==> src/lsdc_pkg.sv <==
// Types and constants of the lever stopwatch display controller
package lsdc_pkg;

	localparam int CFG_IDX_W = 2;
	localparam int CFG_W     = 16;
	localparam int SINCE_W   = 17;
	localparam int MS_W      = 10;

	// Configuration register indexes
	localparam logic [CFG_IDX_W-1:0] REG_START_DELAY = 2'd0;
	localparam logic [CFG_IDX_W-1:0] REG_HOLD_TOTAL  = 2'd1;
	localparam logic [CFG_IDX_W-1:0] REG_HOLD_STEADY = 2'd2;

	// Configuration reset values
	localparam logic [CFG_W-1:0] START_DELAY_RST = 16'd1000;
	localparam logic [CFG_W-1:0] HOLD_TOTAL_RST  = 16'd5000;
	localparam logic [CFG_W-1:0] HOLD_STEADY_RST = 16'd3000;

	localparam logic [MS_W-1:0] MS_LAST = 10'd999;
	localparam logic [3:0] BCD_NINE = 4'd9;
	localparam logic [3:0] BCD_FIVE = 4'd5;

	typedef enum logic [1:0] {
		MODE_IDLE  = 2'd0,
		MODE_START = 2'd1,
		MODE_RUN   = 2'd2,
		MODE_HOLD  = 2'd3
	} mode_t;

	// Elapsed time in BCD, with saturation flag for 100 hours and more
	typedef struct packed {
		logic       over;
		logic [3:0] hr_t;
		logic [3:0] hr_o;
		logic [3:0] mn_t;
		logic [3:0] mn_o;
		logic [3:0] sc_t;
		logic [3:0] sc_o;
	} time_bcd_t;

	// Control from the mode logic to the elapsed counter
	typedef struct packed {
		logic load_one;
		logic advance;
	} elapsed_ctrl_t;

	typedef struct packed {
		logic [3:0] d3;
		logic [3:0] d2;
		logic [3:0] d1;
		logic [3:0] d0;
		logic       colon;
		logic       blank;
	} display_t;

endpackage

==> src/lsdc_if.sv <==
// Valid/ready channels for ticks and display contents
interface lsdc_tick_if;
	logic valid;
	logic ready;
	logic lever_down;

	modport source (output valid, output lever_down, input ready);
	modport sink (input valid, input lever_down, output ready);
endinterface

interface lsdc_disp_if;
	logic       valid;
	logic       ready;
	logic [3:0] digit_thousands;
	logic [3:0] digit_hundreds;
	logic [3:0] digit_tens;
	logic [3:0] digit_ones;
	logic       colon_on;
	logic       blank_display;

	modport source (output valid, output digit_thousands, output digit_hundreds,
		output digit_tens, output digit_ones, output colon_on, output blank_display,
		input ready);
	modport sink (input valid, input digit_thousands, input digit_hundreds,
		input digit_tens, input digit_ones, input colon_on, input blank_display,
		output ready);
endinterface

==> src/lsdc_half_phase.sv <==
// Tracks (now / HALF_MS) & 1 by counting ticks, restarting when now wraps
module lsdc_half_phase #(
	parameter int HALF_MS = 200
) (
	input  logic clk,
	input  logic arst_n,
	input  logic step,
	input  logic wrap,
	output logic phase
);
	localparam int REM_W = $clog2(HALF_MS + 1);
	localparam logic [REM_W-1:0] REM_LAST = REM_W'(HALF_MS - 1);

	logic [REM_W-1:0] rem_q;
	logic             phase_q;

	// Advance the remainder, toggle the phase at each period boundary
	always_ff @(posedge clk or negedge arst_n) begin
		if (!arst_n) begin
			rem_q   <= '0;
			phase_q <= 1'b0;
		end else if (step) begin
			if (wrap) begin
				rem_q   <= '0;
				phase_q <= 1'b0;
			end else if (rem_q == REM_LAST) begin
				rem_q   <= '0;
				phase_q <= ~phase_q;
			end else begin
				rem_q <= rem_q + 1'b1;
			end
		end
	end

	assign phase = phase_q;

endmodule

==> src/lsdc_elapsed.sv <==
// Elapsed-time counter kept directly as BCD hours, minutes and seconds
module lsdc_elapsed #(
	parameter int TIME_BITS = 32
) (
	input  logic                   clk,
	input  logic                   arst_n,
	input  lsdc_pkg::elapsed_ctrl_t ctrl,
	output lsdc_pkg::time_bcd_t    value
);
	logic [TIME_BITS-1:0]    e_q;
	logic [lsdc_pkg::MS_W-1:0] ms_q;
	lsdc_pkg::time_bcd_t     t_q;

	logic c_sec, c_sc_t, c_min, c_mn_t, c_hr, c_hr_t, c_over;

	// Carry chain through the BCD digits
	always_comb begin
		c_sec  = (ms_q == lsdc_pkg::MS_LAST);
		c_sc_t = c_sec && (t_q.sc_o == lsdc_pkg::BCD_NINE);
		c_min  = c_sc_t && (t_q.sc_t == lsdc_pkg::BCD_FIVE);
		c_mn_t = c_min && (t_q.mn_o == lsdc_pkg::BCD_NINE);
		c_hr   = c_mn_t && (t_q.mn_t == lsdc_pkg::BCD_FIVE);
		c_hr_t = c_hr && (t_q.hr_o == lsdc_pkg::BCD_NINE);
		c_over = c_hr_t && (t_q.hr_t == lsdc_pkg::BCD_NINE);
	end

	// Load one millisecond at run start, count while running, clear on wrap
	always_ff @(posedge clk or negedge arst_n) begin
		if (!arst_n) begin
			e_q  <= '0;
			ms_q <= '0;
			t_q  <= '0;
		end else if (ctrl.load_one) begin
			e_q  <= TIME_BITS'(1);
			ms_q <= lsdc_pkg::MS_W'(1);
			t_q  <= '0;
		end else if (ctrl.advance) begin
			e_q <= e_q + 1'b1;
			if (&e_q) begin
				ms_q <= '0;
				t_q  <= '0;
			end else begin
				ms_q <= c_sec ? '0 : ms_q + 1'b1;
				if (c_sec)
					t_q.sc_o <= c_sc_t ? 4'd0 : t_q.sc_o + 4'd1;
				if (c_sc_t)
					t_q.sc_t <= c_min ? 4'd0 : t_q.sc_t + 4'd1;
				if (c_min)
					t_q.mn_o <= c_mn_t ? 4'd0 : t_q.mn_o + 4'd1;
				if (c_mn_t)
					t_q.mn_t <= c_hr ? 4'd0 : t_q.mn_t + 4'd1;
				// Hours stop once the count passes 99
				if (c_hr && !t_q.over) begin
					if (c_over) begin
						t_q.over <= 1'b1;
					end else begin
						t_q.hr_o <= c_hr_t ? 4'd0 : t_q.hr_o + 4'd1;
						if (c_hr_t)
							t_q.hr_t <= t_q.hr_t + 4'd1;
					end
				end
			end
		end
	end

	assign value = t_q;

endmodule

==> src/lever_stopwatch_display_control.sv <==
// Path: a tick transaction accepted into the input register yields its display
// transaction from the result register, where it waits while the display stalls.
// Throughput: one tick per clock cycle while the display accepts; the output
// register lets a new tick in while a result waits; work is short compare and BCD counting.
// Reset: arst_n clears mode to idle, time and phase counters to zero, registers
// to their defaults and the shown contents to 00:00 with the colon lit.
module lever_stopwatch_display_control #(
	parameter int START_BLINK_HALF_MS = 200,
	parameter int HOLD_BLINK_HALF_MS  = 300,
	parameter int COLON_HALF_MS       = 500,
	parameter int TIME_BITS           = 32
) (
	input  logic                           clk,
	input  logic                           arst_n,
	lsdc_tick_if.sink                      tick,
	lsdc_disp_if.source                    display,
	input  logic                           cfg_we,
	input  logic [lsdc_pkg::CFG_IDX_W-1:0] cfg_index,
	input  logic [lsdc_pkg::CFG_W-1:0]     cfg_wdata
);
	localparam logic [lsdc_pkg::SINCE_W-1:0] SINCE_MAX = '1;

	logic [lsdc_pkg::CFG_W-1:0] start_delay_q, hold_total_q, hold_steady_q;

	logic valid_s1, lever_s1;
	logic out_valid_q;
	logic advance, fire;

	lsdc_pkg::mode_t  mode_q, mode_next;
	logic [TIME_BITS-1:0] tick_q;
	logic [lsdc_pkg::SINCE_W-1:0] since_q;
	logic                 wrap;
	logic                 start_ph, hold_ph, colon_ph;

	lsdc_pkg::elapsed_ctrl_t el_ctrl;
	lsdc_pkg::time_bcd_t     el_value;
	lsdc_pkg::display_t      shown_q, shown_next;
	logic                    since_load, since_step;
	logic                    start_done, hold_done, hold_steady;

	function automatic lsdc_pkg::display_t fmt_time(lsdc_pkg::time_bcd_t t, logic colon);
		lsdc_pkg::display_t d;
		d.colon = colon;
		d.blank = 1'b0;
		if (t.over) begin
			d.d3 = lsdc_pkg::BCD_NINE;
			d.d2 = lsdc_pkg::BCD_NINE;
			d.d1 = lsdc_pkg::BCD_FIVE;
			d.d0 = lsdc_pkg::BCD_NINE;
		end else if (t.hr_t == 4'd0 && t.hr_o == 4'd0) begin
			d.d3 = t.mn_t;
			d.d2 = t.mn_o;
			d.d1 = t.sc_t;
			d.d0 = t.sc_o;
		end else begin
			d.d3 = t.hr_t;
			d.d2 = t.hr_o;
			d.d1 = t.mn_t;
			d.d0 = t.mn_o;
		end
		return d;
	endfunction

	function automatic lsdc_pkg::display_t disp_zero();
		lsdc_pkg::display_t d;
		d = '0;
		d.colon = 1'b1;
		return d;
	endfunction

	function automatic lsdc_pkg::display_t disp_clear();
		lsdc_pkg::display_t d;
		d = '0;
		d.blank = 1'b1;
		return d;
	endfunction

	// Configuration registers
	always_ff @(posedge clk or negedge arst_n) begin
		if (!arst_n) begin
			start_delay_q <= lsdc_pkg::START_DELAY_RST;
			hold_total_q  <= lsdc_pkg::HOLD_TOTAL_RST;
			hold_steady_q <= lsdc_pkg::HOLD_STEADY_RST;
		end else if (cfg_we) begin
			case (cfg_index)
				lsdc_pkg::REG_START_DELAY: start_delay_q <= cfg_wdata;
				lsdc_pkg::REG_HOLD_TOTAL:  hold_total_q  <= cfg_wdata;
				lsdc_pkg::REG_HOLD_STEADY: hold_steady_q <= cfg_wdata;
				default: ;
			endcase
		end
	end

	// Handshake: the input stage moves when the result register is free or drains
	assign advance    = !out_valid_q || display.ready;
	assign fire       = valid_s1 && advance;
	assign tick.ready = !valid_s1 || advance;

	// Input register
	always_ff @(posedge clk or negedge arst_n) begin
		if (!arst_n) begin
			valid_s1 <= 1'b0;
		end else if (tick.ready) begin
			valid_s1 <= tick.valid;
		end
	end

	always_ff @(posedge clk) begin
		if (tick.valid && tick.ready)
			lever_s1 <= tick.lever_down;
	end

	// Count of ticks passed on; its value is "now" for the item in stage one
	assign wrap = &tick_q;

	always_ff @(posedge clk or negedge arst_n) begin
		if (!arst_n) begin
			tick_q <= '0;
		end else if (fire) begin
			tick_q <= tick_q + 1'b1;
		end
	end

	lsdc_half_phase #(.HALF_MS(START_BLINK_HALF_MS)) u_start_ph (
		.clk(clk), .arst_n(arst_n), .step(fire), .wrap(wrap), .phase(start_ph)
	);

	lsdc_half_phase #(.HALF_MS(HOLD_BLINK_HALF_MS)) u_hold_ph (
		.clk(clk), .arst_n(arst_n), .step(fire), .wrap(wrap), .phase(hold_ph)
	);

	lsdc_half_phase #(.HALF_MS(COLON_HALF_MS)) u_colon_ph (
		.clk(clk), .arst_n(arst_n), .step(fire), .wrap(wrap), .phase(colon_ph)
	);

	lsdc_elapsed #(.TIME_BITS(TIME_BITS)) u_elapsed (
		.clk(clk), .arst_n(arst_n), .ctrl(el_ctrl), .value(el_value)
	);

	// Phase-end compares against the time since the phase mark
	assign start_done  = since_q > {1'b0, start_delay_q};
	assign hold_done   = since_q > {1'b0, hold_total_q};
	assign hold_steady = since_q < {1'b0, hold_steady_q};

	// Next mode
	always_comb begin
		mode_next = mode_q;
		case (mode_q)
			lsdc_pkg::MODE_IDLE:  if (lever_s1) mode_next = lsdc_pkg::MODE_START;
			lsdc_pkg::MODE_START: if (start_done) mode_next = lsdc_pkg::MODE_RUN;
			lsdc_pkg::MODE_RUN:   if (!lever_s1) mode_next = lsdc_pkg::MODE_HOLD;
			lsdc_pkg::MODE_HOLD:  if (hold_done) mode_next = lsdc_pkg::MODE_IDLE;
			default:              mode_next = lsdc_pkg::MODE_IDLE;
		endcase
	end

	// Display contents and counter controls for this tick
	always_comb begin
		shown_next       = shown_q;
		since_load       = 1'b0;
		since_step       = 1'b0;
		el_ctrl.load_one = 1'b0;
		el_ctrl.advance  = 1'b0;
		case (mode_q)
			lsdc_pkg::MODE_IDLE: begin
				since_load = lever_s1;
			end
			lsdc_pkg::MODE_START: begin
				shown_next       = start_ph ? disp_zero() : disp_clear();
				since_step       = 1'b1;
				el_ctrl.load_one = start_done;
			end
			lsdc_pkg::MODE_RUN: begin
				if (lever_s1) begin
					shown_next      = fmt_time(el_value, colon_ph);
					el_ctrl.advance = 1'b1;
				end else begin
					since_load = 1'b1;
				end
			end
			lsdc_pkg::MODE_HOLD: begin
				since_step = 1'b1;
				if (hold_done)
					shown_next = disp_zero();
				else if (hold_steady || hold_ph)
					shown_next = fmt_time(el_value, colon_ph);
				else
					shown_next = disp_clear();
			end
			default: ;
		endcase
		el_ctrl.load_one = el_ctrl.load_one && fire;
		el_ctrl.advance  = el_ctrl.advance && fire;
	end

	// Mode and since-mark counters
	always_ff @(posedge clk or negedge arst_n) begin
		if (!arst_n) begin
			mode_q  <= lsdc_pkg::MODE_IDLE;
			since_q <= '0;
		end else if (fire) begin
			mode_q <= mode_next;
			if (since_load)
				since_q <= lsdc_pkg::SINCE_W'(1);
			else if (since_step && since_q != SINCE_MAX)
				since_q <= since_q + 1'b1;
		end
	end

	// Result register; holds the shown contents between ticks
	always_ff @(posedge clk or negedge arst_n) begin
		if (!arst_n) begin
			out_valid_q <= 1'b0;
			shown_q     <= disp_zero();
		end else if (fire) begin
			out_valid_q <= 1'b1;
			shown_q     <= shown_next;
		end else if (display.ready) begin
			out_valid_q <= 1'b0;
		end
	end

	assign display.valid           = out_valid_q;
	assign display.digit_thousands = shown_q.d3;
	assign display.digit_hundreds  = shown_q.d2;
	assign display.digit_tens      = shown_q.d1;
	assign display.digit_ones      = shown_q.d0;
	assign display.colon_on        = shown_q.colon;
	assign display.blank_display   = shown_q.blank;

endmodule

==> src/flat_wrapper.sv <==
// flat-port wrapper written by rule: the top's interface ports become plain ports
module lever_stopwatch_display_control_flat 
#(
	parameter int START_BLINK_HALF_MS = 200,
	parameter int HOLD_BLINK_HALF_MS  = 300,
	parameter int COLON_HALF_MS       = 500,
	parameter int TIME_BITS           = 32
)
  (clk, arst_n, cfg_we, cfg_index, cfg_wdata, tick_valid, tick_lever_down, tick_ready, display_valid, display_digit_thousands, display_digit_hundreds, display_digit_tens, display_digit_ones, display_colon_on, display_blank_display, display_ready);
  lsdc_tick_if tick_i ();
  lsdc_disp_if display_i ();
  input  logic clk;
  input  logic arst_n;
  input  logic cfg_we;
  input  logic [lsdc_pkg::CFG_IDX_W-1:0] cfg_index;
  input  logic [lsdc_pkg::CFG_W-1:0] cfg_wdata;
  input wire logic [$bits(tick_i.valid)-1:0] tick_valid;
  input wire logic [$bits(tick_i.lever_down)-1:0] tick_lever_down;
  output wire logic [$bits(tick_i.ready)-1:0] tick_ready;
  output wire logic [$bits(display_i.valid)-1:0] display_valid;
  output wire logic [$bits(display_i.digit_thousands)-1:0] display_digit_thousands;
  output wire logic [$bits(display_i.digit_hundreds)-1:0] display_digit_hundreds;
  output wire logic [$bits(display_i.digit_tens)-1:0] display_digit_tens;
  output wire logic [$bits(display_i.digit_ones)-1:0] display_digit_ones;
  output wire logic [$bits(display_i.colon_on)-1:0] display_colon_on;
  output wire logic [$bits(display_i.blank_display)-1:0] display_blank_display;
  input wire logic [$bits(display_i.ready)-1:0] display_ready;
  assign tick_i.valid = tick_valid;
  assign tick_i.lever_down = tick_lever_down;
  assign tick_ready = tick_i.ready;
  assign display_valid = display_i.valid;
  assign display_digit_thousands = display_i.digit_thousands;
  assign display_digit_hundreds = display_i.digit_hundreds;
  assign display_digit_tens = display_i.digit_tens;
  assign display_digit_ones = display_i.digit_ones;
  assign display_colon_on = display_i.colon_on;
  assign display_blank_display = display_i.blank_display;
  assign display_i.ready = display_ready;
  lever_stopwatch_display_control #(.START_BLINK_HALF_MS(START_BLINK_HALF_MS), .HOLD_BLINK_HALF_MS(HOLD_BLINK_HALF_MS), .COLON_HALF_MS(COLON_HALF_MS), .TIME_BITS(TIME_BITS)) u_core (.clk(clk), .arst_n(arst_n), .tick(tick_i), .display(display_i), .cfg_we(cfg_we), .cfg_index(cfg_index), .cfg_wdata(cfg_wdata));
endmodule
==> config.mk <==
export PLATFORM = sky130hd
export DESIGN_NAME = lever_stopwatch_display_control_flat
export DESIGN_NICKNAME = d
export VERILOG_FILES = /design/src/lsdc_pkg.sv /design/src/lsdc_if.sv /design/src/lsdc_half_phase.sv /design/src/lsdc_elapsed.sv /design/src/lever_stopwatch_display_control.sv /design/src/flat_wrapper.sv
export SDC_FILE = /design/constraint.sdc
export NUM_CORES = 1
export LEC_CHECK = 0
export ABC_AREA = 0
export ABC_CLOCK_PERIOD_IN_PS = 2700
export BUFFER_PORTS_ARGS = -buffer_cell sky130_fd_sc_hd__buf_2
export CAP_MARGIN = 40
export CORE_UTILIZATION = 30
export DETAILED_ROUTE_END_ITERATION = 10
export PLACE_DENSITY = 0.56
export SLEW_MARGIN = 20
export SYNTH_ARGS = -nofsm -noshare
export SYNTH_HDL_FRONTEND = slang
export SYNTH_SLANG_ARGS = --single-unit
==> constraint.sdc <==
create_clock -name clk -period 2.7 [get_ports clk]
set_input_delay 0.405 -clock clk [delete_from_list [all_inputs] [get_ports clk]]
set_output_delay 0.405 -clock clk [all_outputs]
set_load 0.01 [all_outputs]
* Word-level counts from Yosys, hierarchy flattened *
Cells that the tools add are included.

cells by class
  add/sub/neg operators = 13
  magnitude comparators = 3
  equal/unequal tests = 22
  mux-type cells = 56
  bitwise logic cells = 3
  reductions and logical operators = 56

operator list
  kind                                                              count
  25-bit 2-to-1 mux                                                 3
  32-bit by 1-bit adder with 32-bit output (second input constant)  2
  32-bit 2-to-1 mux                                                 2
  32-bit AND reduction                                              2
  18-bit 2-to-1 mux                                                 3
  18-bit one-hot mux with 3 select lines                            1
  9-bit 2-to-1 mux                                                  5
  10-bit 2-to-1 mux                                                 4
  4-bit 2-to-1 mux                                                  10
  17-bit by 16-bit greater-than comparator with 1-bit output        2
  17-bit 2-to-1 mux                                                 2
  16-bit 2-to-1 mux                                                 2
  4-bit by 1-bit adder with 4-bit output (second input constant)    6
  8-bit 2-to-1 mux                                                  3
  3-bit nonzero test                                                8
  2-bit AND reduction                                               11
  9-bit by 1-bit adder with 9-bit output (second input constant)    2
  9-bit == test (second input constant)                             2
  17-bit by 1-bit adder with 17-bit output (second input constant)  1
  17-bit by 16-bit < comparator with 1-bit output                   1
  17-bit != test (second input constant)                            1
  4-bit == test (second input constant)                             4
  1-bit 2-to-1 mux                                                  14
  1-bit logical AND                                                 13
  23 further kinds                                                  49

storage, ports and cells
  register bits = 216
  output and inout bits = 20
  logic and storage cells = 183

* Logic depth before layout (Yosys ltp) *
  depth in word-level cells = 12
  gate-level depth with buffers = 14
  gate-level depth less buffers = 14

* Cells and area by module *
A second synthesis with hierarchy kept.

unflattened totals
  cell total of the unflattened synthesis = 1179
  area, all modules = 11945.2 sq um

by module, submodules not included
  module                                instances  cells an instance  area each (sq um)  sequential area each (sq um)
  lever_stopwatch_display_control       1          629                6562.5             3031.7
  lsdc_elapsed                          1          393                3802.4             1676.6
  lsdc_half_phase at u_core.u_colon_ph  1          55                 555.5              250.2
  lsdc_half_phase at u_core.u_hold_ph   1          51                 528.0              250.2
  lsdc_half_phase at u_core.u_start_ph  1          51                 496.7              225.2

* Worst setup path after synthesis *
OpenSTA, ideal clock, no wires.

  path type = register to register
  from = register u_core.since_q[6] (netlist bit)
  to = register u_core.since_q[8] (netlist bit)
  setup time = 0.078 ns
  arrival time = 2.705 ns
  data required time = 2.622 ns
  path slack = -0.083 ns
  stages on the path, launching flop included = 14
  path buffers = 0
  period minus slack after synthesis = 2.783 ns
  path through = dfrtp_1 and3_1 and3_1 nand2_1 nor2_1 and4_1 and3_1 ha_1 o21bai_1 a21oi_2 and2_1 nand3_1 or3_1 a21oi_1

between the ends
  word-level cells in the longest chain between the ends = 4
  elaborated cells on any way between the ends = 7
  classes of those cells = add/sub (1); eq/ne (1); mux (2); reduce/logical (3)

RTL lines
  item                                                                                              RTL line                                source
  from (decl)                                                                                       lever_stopwatch_display_control.sv:31   logic [lsdc_pkg::SINCE_W-1:0] since_q;
  from (signal assigned)                                                                            lever_stopwatch_display_control.sv:204  since_q <= lsdc_pkg::SINCE_W'(1);
  from (signal assigned)                                                                            lever_stopwatch_display_control.sv:206  since_q <= since_q + 1'b1;
  parallel branches: the longest is 4 deep, another holds 17-bit by 1-bit adder with 17-bit output  --

Parallel ways; which one is timed is not known. The select of a mux whose other input is x is not followed.
A chain may end at the register's enable or synchronous reset.

* Final worst setup path *
  from = register u_core.since_q[6] (netlist bit)
  to = register u_core.u_elapsed.t_q, in the netlist u_core.u_elapsed.value[1]

between the ends
  word-level cells in the longest chain between the ends = 5
  elaborated cells on any way between the ends = 7
  classes of those cells = order compare (1); mux (2); reduce/logical (4)

RTL lines
  item                                                                              RTL line                                source
  17-bit by 16-bit greater-than comparator with 1-bit output *                      lever_stopwatch_display_control.sv:141  assign start_done = since_q > {1'b0, start_delay_q};
  1-bit 2-to-1 mux *                                                                lever_stopwatch_display_control.sv:164  case (mode_q)
  1-bit logical AND *                                                               lever_stopwatch_display_control.sv:192  el_ctrl.load_one = el_ctrl.load_one && fire;
  3-bit nonzero test (no source line) / 2-bit nonzero test (equally long branches)  --
  2-bit AND reduction (no source line)                                              --
  to (decl)                                                                         lsdc_elapsed.sv:12                      lsdc_pkg::time_bcd_t t_q;

Mark *: on every way between the ends. The rest lies on a longest branch, timed or not.

==> flow_metrics.py <==
metrics = {
    "sta": {
        "relSlewSlack": 0.504,
        "slew_viol_final": 0,
        "worst_pin_slew_ns": 0.734,
        "final_hold_viol_count": 0,
        "fin_crit_sh": 0.999,
        "fin_crit_ns": 2.70,
        "clock.fmax_ghz": 0.371,
        "finalClockSkew_ns": 0.0134,
        "setup_viol": 0,
        "rsz0062_at_grt": "yes",
    },
    "worst_hold_path": {
        "hold_class": "input port to register",
        "hp-start": "tick_lever_down",
    },
    "place": {
        "gp_congestion": 0.800,
        "hpwl_mm": 19.3,
        "portBuffers": 43,
        "dpl_cell_area_mm2": 0.0129,
        "dp.cells": 1772,
    },
    "cells_and_area": {
        "multi_input_area_mm2": 0.00615,
        "nNetsFinal": 1404,
        "syn2layout_area_growth_pct": 24.8,
        "layout_commonest_cell": "dfrtp_1",
        "postLayoutCellArea_mm2": 0.0143,
        "final_cells": 1836,
        "register_area_mm2": 0.00544,
        "layout_common_cells": "dfrtp_1 (194), nand2_1 (128), nor2_1 (90), buf_4 (90), o21ai_0 (83)",
        "drive_above_1_share": 0.249,
        "diodes": 0,
        "final.fill_count": 3839,
    },
    "logic_synthesis": {
        "synthTopCellsByArea": "dfrtp_1 (43%), ha_1 (7.9%), dfstp_2 (4.3%)",
        "synth_top_area_cell": "dfrtp_1",
        "yosysWarnings": 0,
        "synth_edf_count": 1,
        "netlist.area_leader.share": 0.427,
        "synth_area_mm2": 0.0115,
        "syn-instance-count": 1159,
        "syn-num-nets": 1256,
        "avgSynthCellArea_um2": 9.91,
        "ys.flop_type": "dfrtp_1",
        "ys_seq_area_frac": 0.473,
        "synth_cell_type_count": 71,
        "synth-seq-cells": 216,
        "async_flop_share": 0.995,
    },
    "critical_path": {
        "critical_path.endpoint": "u_core.u_elapsed.value[1]",
        "crit_path_end_kind": "register",
        "rr_endpoint": "u_core.u_elapsed.value[1]",
        "rr_startpoint": "u_core.since_q[6]",
        "cpPeakStageDelay_ns": 0.51,
        "setup.worst_path.start": "u_core.since_q[6]",
        "path_class": "register to register",
        "crit_chain": "buf_4 -> ha_4 -> nand4_1 -> or3_4 -> nor2_4 -> a211oi_4 -> nor2_4 -> a21oi_2 -> or4_1 -> o21ai_1",
        "critPathSlowestCell": "or4_1",
        "ff2ff_setup_slack_ns": 0.003,
        "reg2reg_depth": 10,
        "crit_fanout": 7,
        "start_kind": "register",
        "arrival_ns": 3.16,
        "cpMostUsedCell": "nor2_4",
        "worst_ep_required_time_ns": 3.16,
    },
    "clock_network": {
        "cts_made_buffers": 25,
        "root_buffer": "clkbuf_16",
        "worstSkewPairLatency_ns": 0.53,
        "htree_levels": 1,
        "clock_sinks": 216,
        "clk_path_buf_depth": 3,
        "clk_pin_slew_ns": 0.06,
        "cts_tree": "built",
    },
    "global_routing": {
        "grt_max_degree": 67,
        "use_met2": 0.229,
        "grt_pass1_vias": 8986,
        "top_usage_layer": "met2",
        "met3_usage": 0.0208,
        "antenna_found_initial": 0,
        "grt_pass1_wl_mm": 45.9,
        "overflow": 0,
        "grt_util_all_layers": 0.143,
        "grtUsageMet1": 0.203,
    },
    "drt": {
        "drt_wl_total_mm": 27.3,
        "drcViolationCount": 0,
        "num_vias": 8812,
        "viasPerCell": 4.80,
        "wl_per_cell_um": 14.9,
        "firstDrtPassIters": 4,
        "first_iter_violations": 348,
        "drtAntennaViolNets": 0,
    },
    "die": {
        "num_rows": 71,
        "boundaryPins": 44,
        "fp.dieH_um": 198,
        "die_area_mm2": 0.0391,
        "dieWidth_um": 198,
        "coreArea_mm2": 0.0377,
        "start_util": 0.305,
    },
    "pwr": {
        "worst_ir_drop_vdd_mv": 0.453,
        "power_uw": 9510,
        "p_leak_uw": 0.00649,
        "power_density_mw_per_mm2": 663,
    },
    "run": {
        "maxCapViolations": 0,
    },
    "run_status": {
        "status": "finished, final reports clean",
    },
}
-- worst min-delay path by stage --
| stage | cells past startpoint | to |
|---|---|---|
| finish | 1 | u_core.lever_s1 |
| global route | 1 | u_core.lever_s1 |
| CTS | 1 | u_core.lever_s1 |
| detailed placement | 1 | u_core.u_elapsed.value[20] |
| global placement | 1 | u_core.u_elapsed.value[22] |
| floorplan | 0 | u_core.display.blank_display |
-- cell families (layout without fill, tap and decap cells) --
group | count (synthesis) | count (layout) | share of synthesized area
muxes | 45 | 45 | 0.0434
xor gates and xnor gates | 83 | 83 | 0.0633
and+or+nand+nor | 457 | 457 | 0.208
buffers and inverters | 87 | 253 | 0.0292
AOI/OAI and AO/OA | 198 | 198 | 0.104
DFF | 216 | 216 | 0.473
adders and majority gates | 73 | 73 | 0.0795
-- layout make-up --
type,count,area share
Multi-Input combinational cell,856,0.429
Sequential cell,216,0.379
Timing Repair Buffer,144,0.0748
Clock buffer,40,0.0524
Tap cell,511,0.0446
Inverter,64,0.0167
Clock inverter,5,0.00393
-- Yosys cell counts (all sizes together), types with 2 or more instances --
cell type	n
dfrtp	196
nand2	131
nor2	103
o21ai	98
ha	73
inv	64
nand3	52
xor2	43
xnor2	40
mux2	39
a21oi	36
nand4	36
and3	29
nand2b	20
nor3	20
dfstp	19
clkbuf	15
or3	11
a21o	10
and4	9
o22ai	9
buf	8
nand3b	8
and2	7
nor4	7
mux2i	6
o31ai	6
or4	6
a211oi	5
o21a	5
a221oi	4
a31oi	4
nor2b	4
nor4b	4
o21bai	4
a2111oi	3
a22o	3
nor3b	3
or2	3
a211o	2
nand4b	2
o2111ai	2
o211ai	2
o41ai	2
-- worst max-delay path: cells and delay by family (launching register included) --
kind                     cells  cell delay, ns
buffers and inverters        1            0.17
flip-flops                   1            0.40
adder cells (fa/ha/maj)      1            0.26
AO/OA/AOI/OAI                3            0.26
AND/OR/NAND/NOR              5            1.52
-- where the power goes --
part	internal, uW	switching [uW]	leakage, uW	total, uW
clock network	1990	1360	0.000394	3360
registers	3720	338	0.00280	4060
logic	940	1150	0.00330	2090
total	6660	2850	0.00649	9510
-- layer usage --
| layer | wire length [um] | up-vias | share of wire |
|---|---|---|---|
| met2 | 12500 | 116 | 0.46 |
| met3 | 826 | 37 | 0.030 |
| met1 | 13400 | 4288 | 0.49 |
| met5 | 0 | - | 0 |
| li1 | - | 4371 | - |
| met4 | 569 | 0 | 0.021 |
-- repair_timing --
item,CTS,global route
setup buffers,11,7
pin swaps,16,36
resized for setup,23,61
cloned,0,1
endpoints found under the setup margin,45,97
hold buffers,1,0
endpoints found under the hold margin,59,0
-- state kept, by name (all words and copies together), names as in the netlist, 8 cells and up --
register and flops:
u_core.tick_q 32, u_core.u_elapsed.e_q 32, u_core.u_elapsed.value 25, u_core.since_q 17, u_core.hold_steady_q 16, u_core.hold_total_q 16, u_core.start_delay_q 16, u_core.u_elapsed.ms_q 10
u_core.u_colon_ph.rem_q 9, u_core.u_hold_ph.rem_q 9, u_core.u_start_ph.rem_q 8
-- through the flow --
stage               utilization  hold WS [ns]  worst slack, ns  setup TNS (ns)
finish                    0.381        0.0527          0.00259               0
CTS                       0.371        0.0329          0.00159               0
floorplan                     -         0.109           0.0105               0
global route              0.381        0.0429          -0.0753          -0.382
detailed placement        0.344         0.402           -0.301           -4.05
global placement          0.344         0.401           -0.231           -3.63
Note: power is estimated with default switching activity, not from simulation.
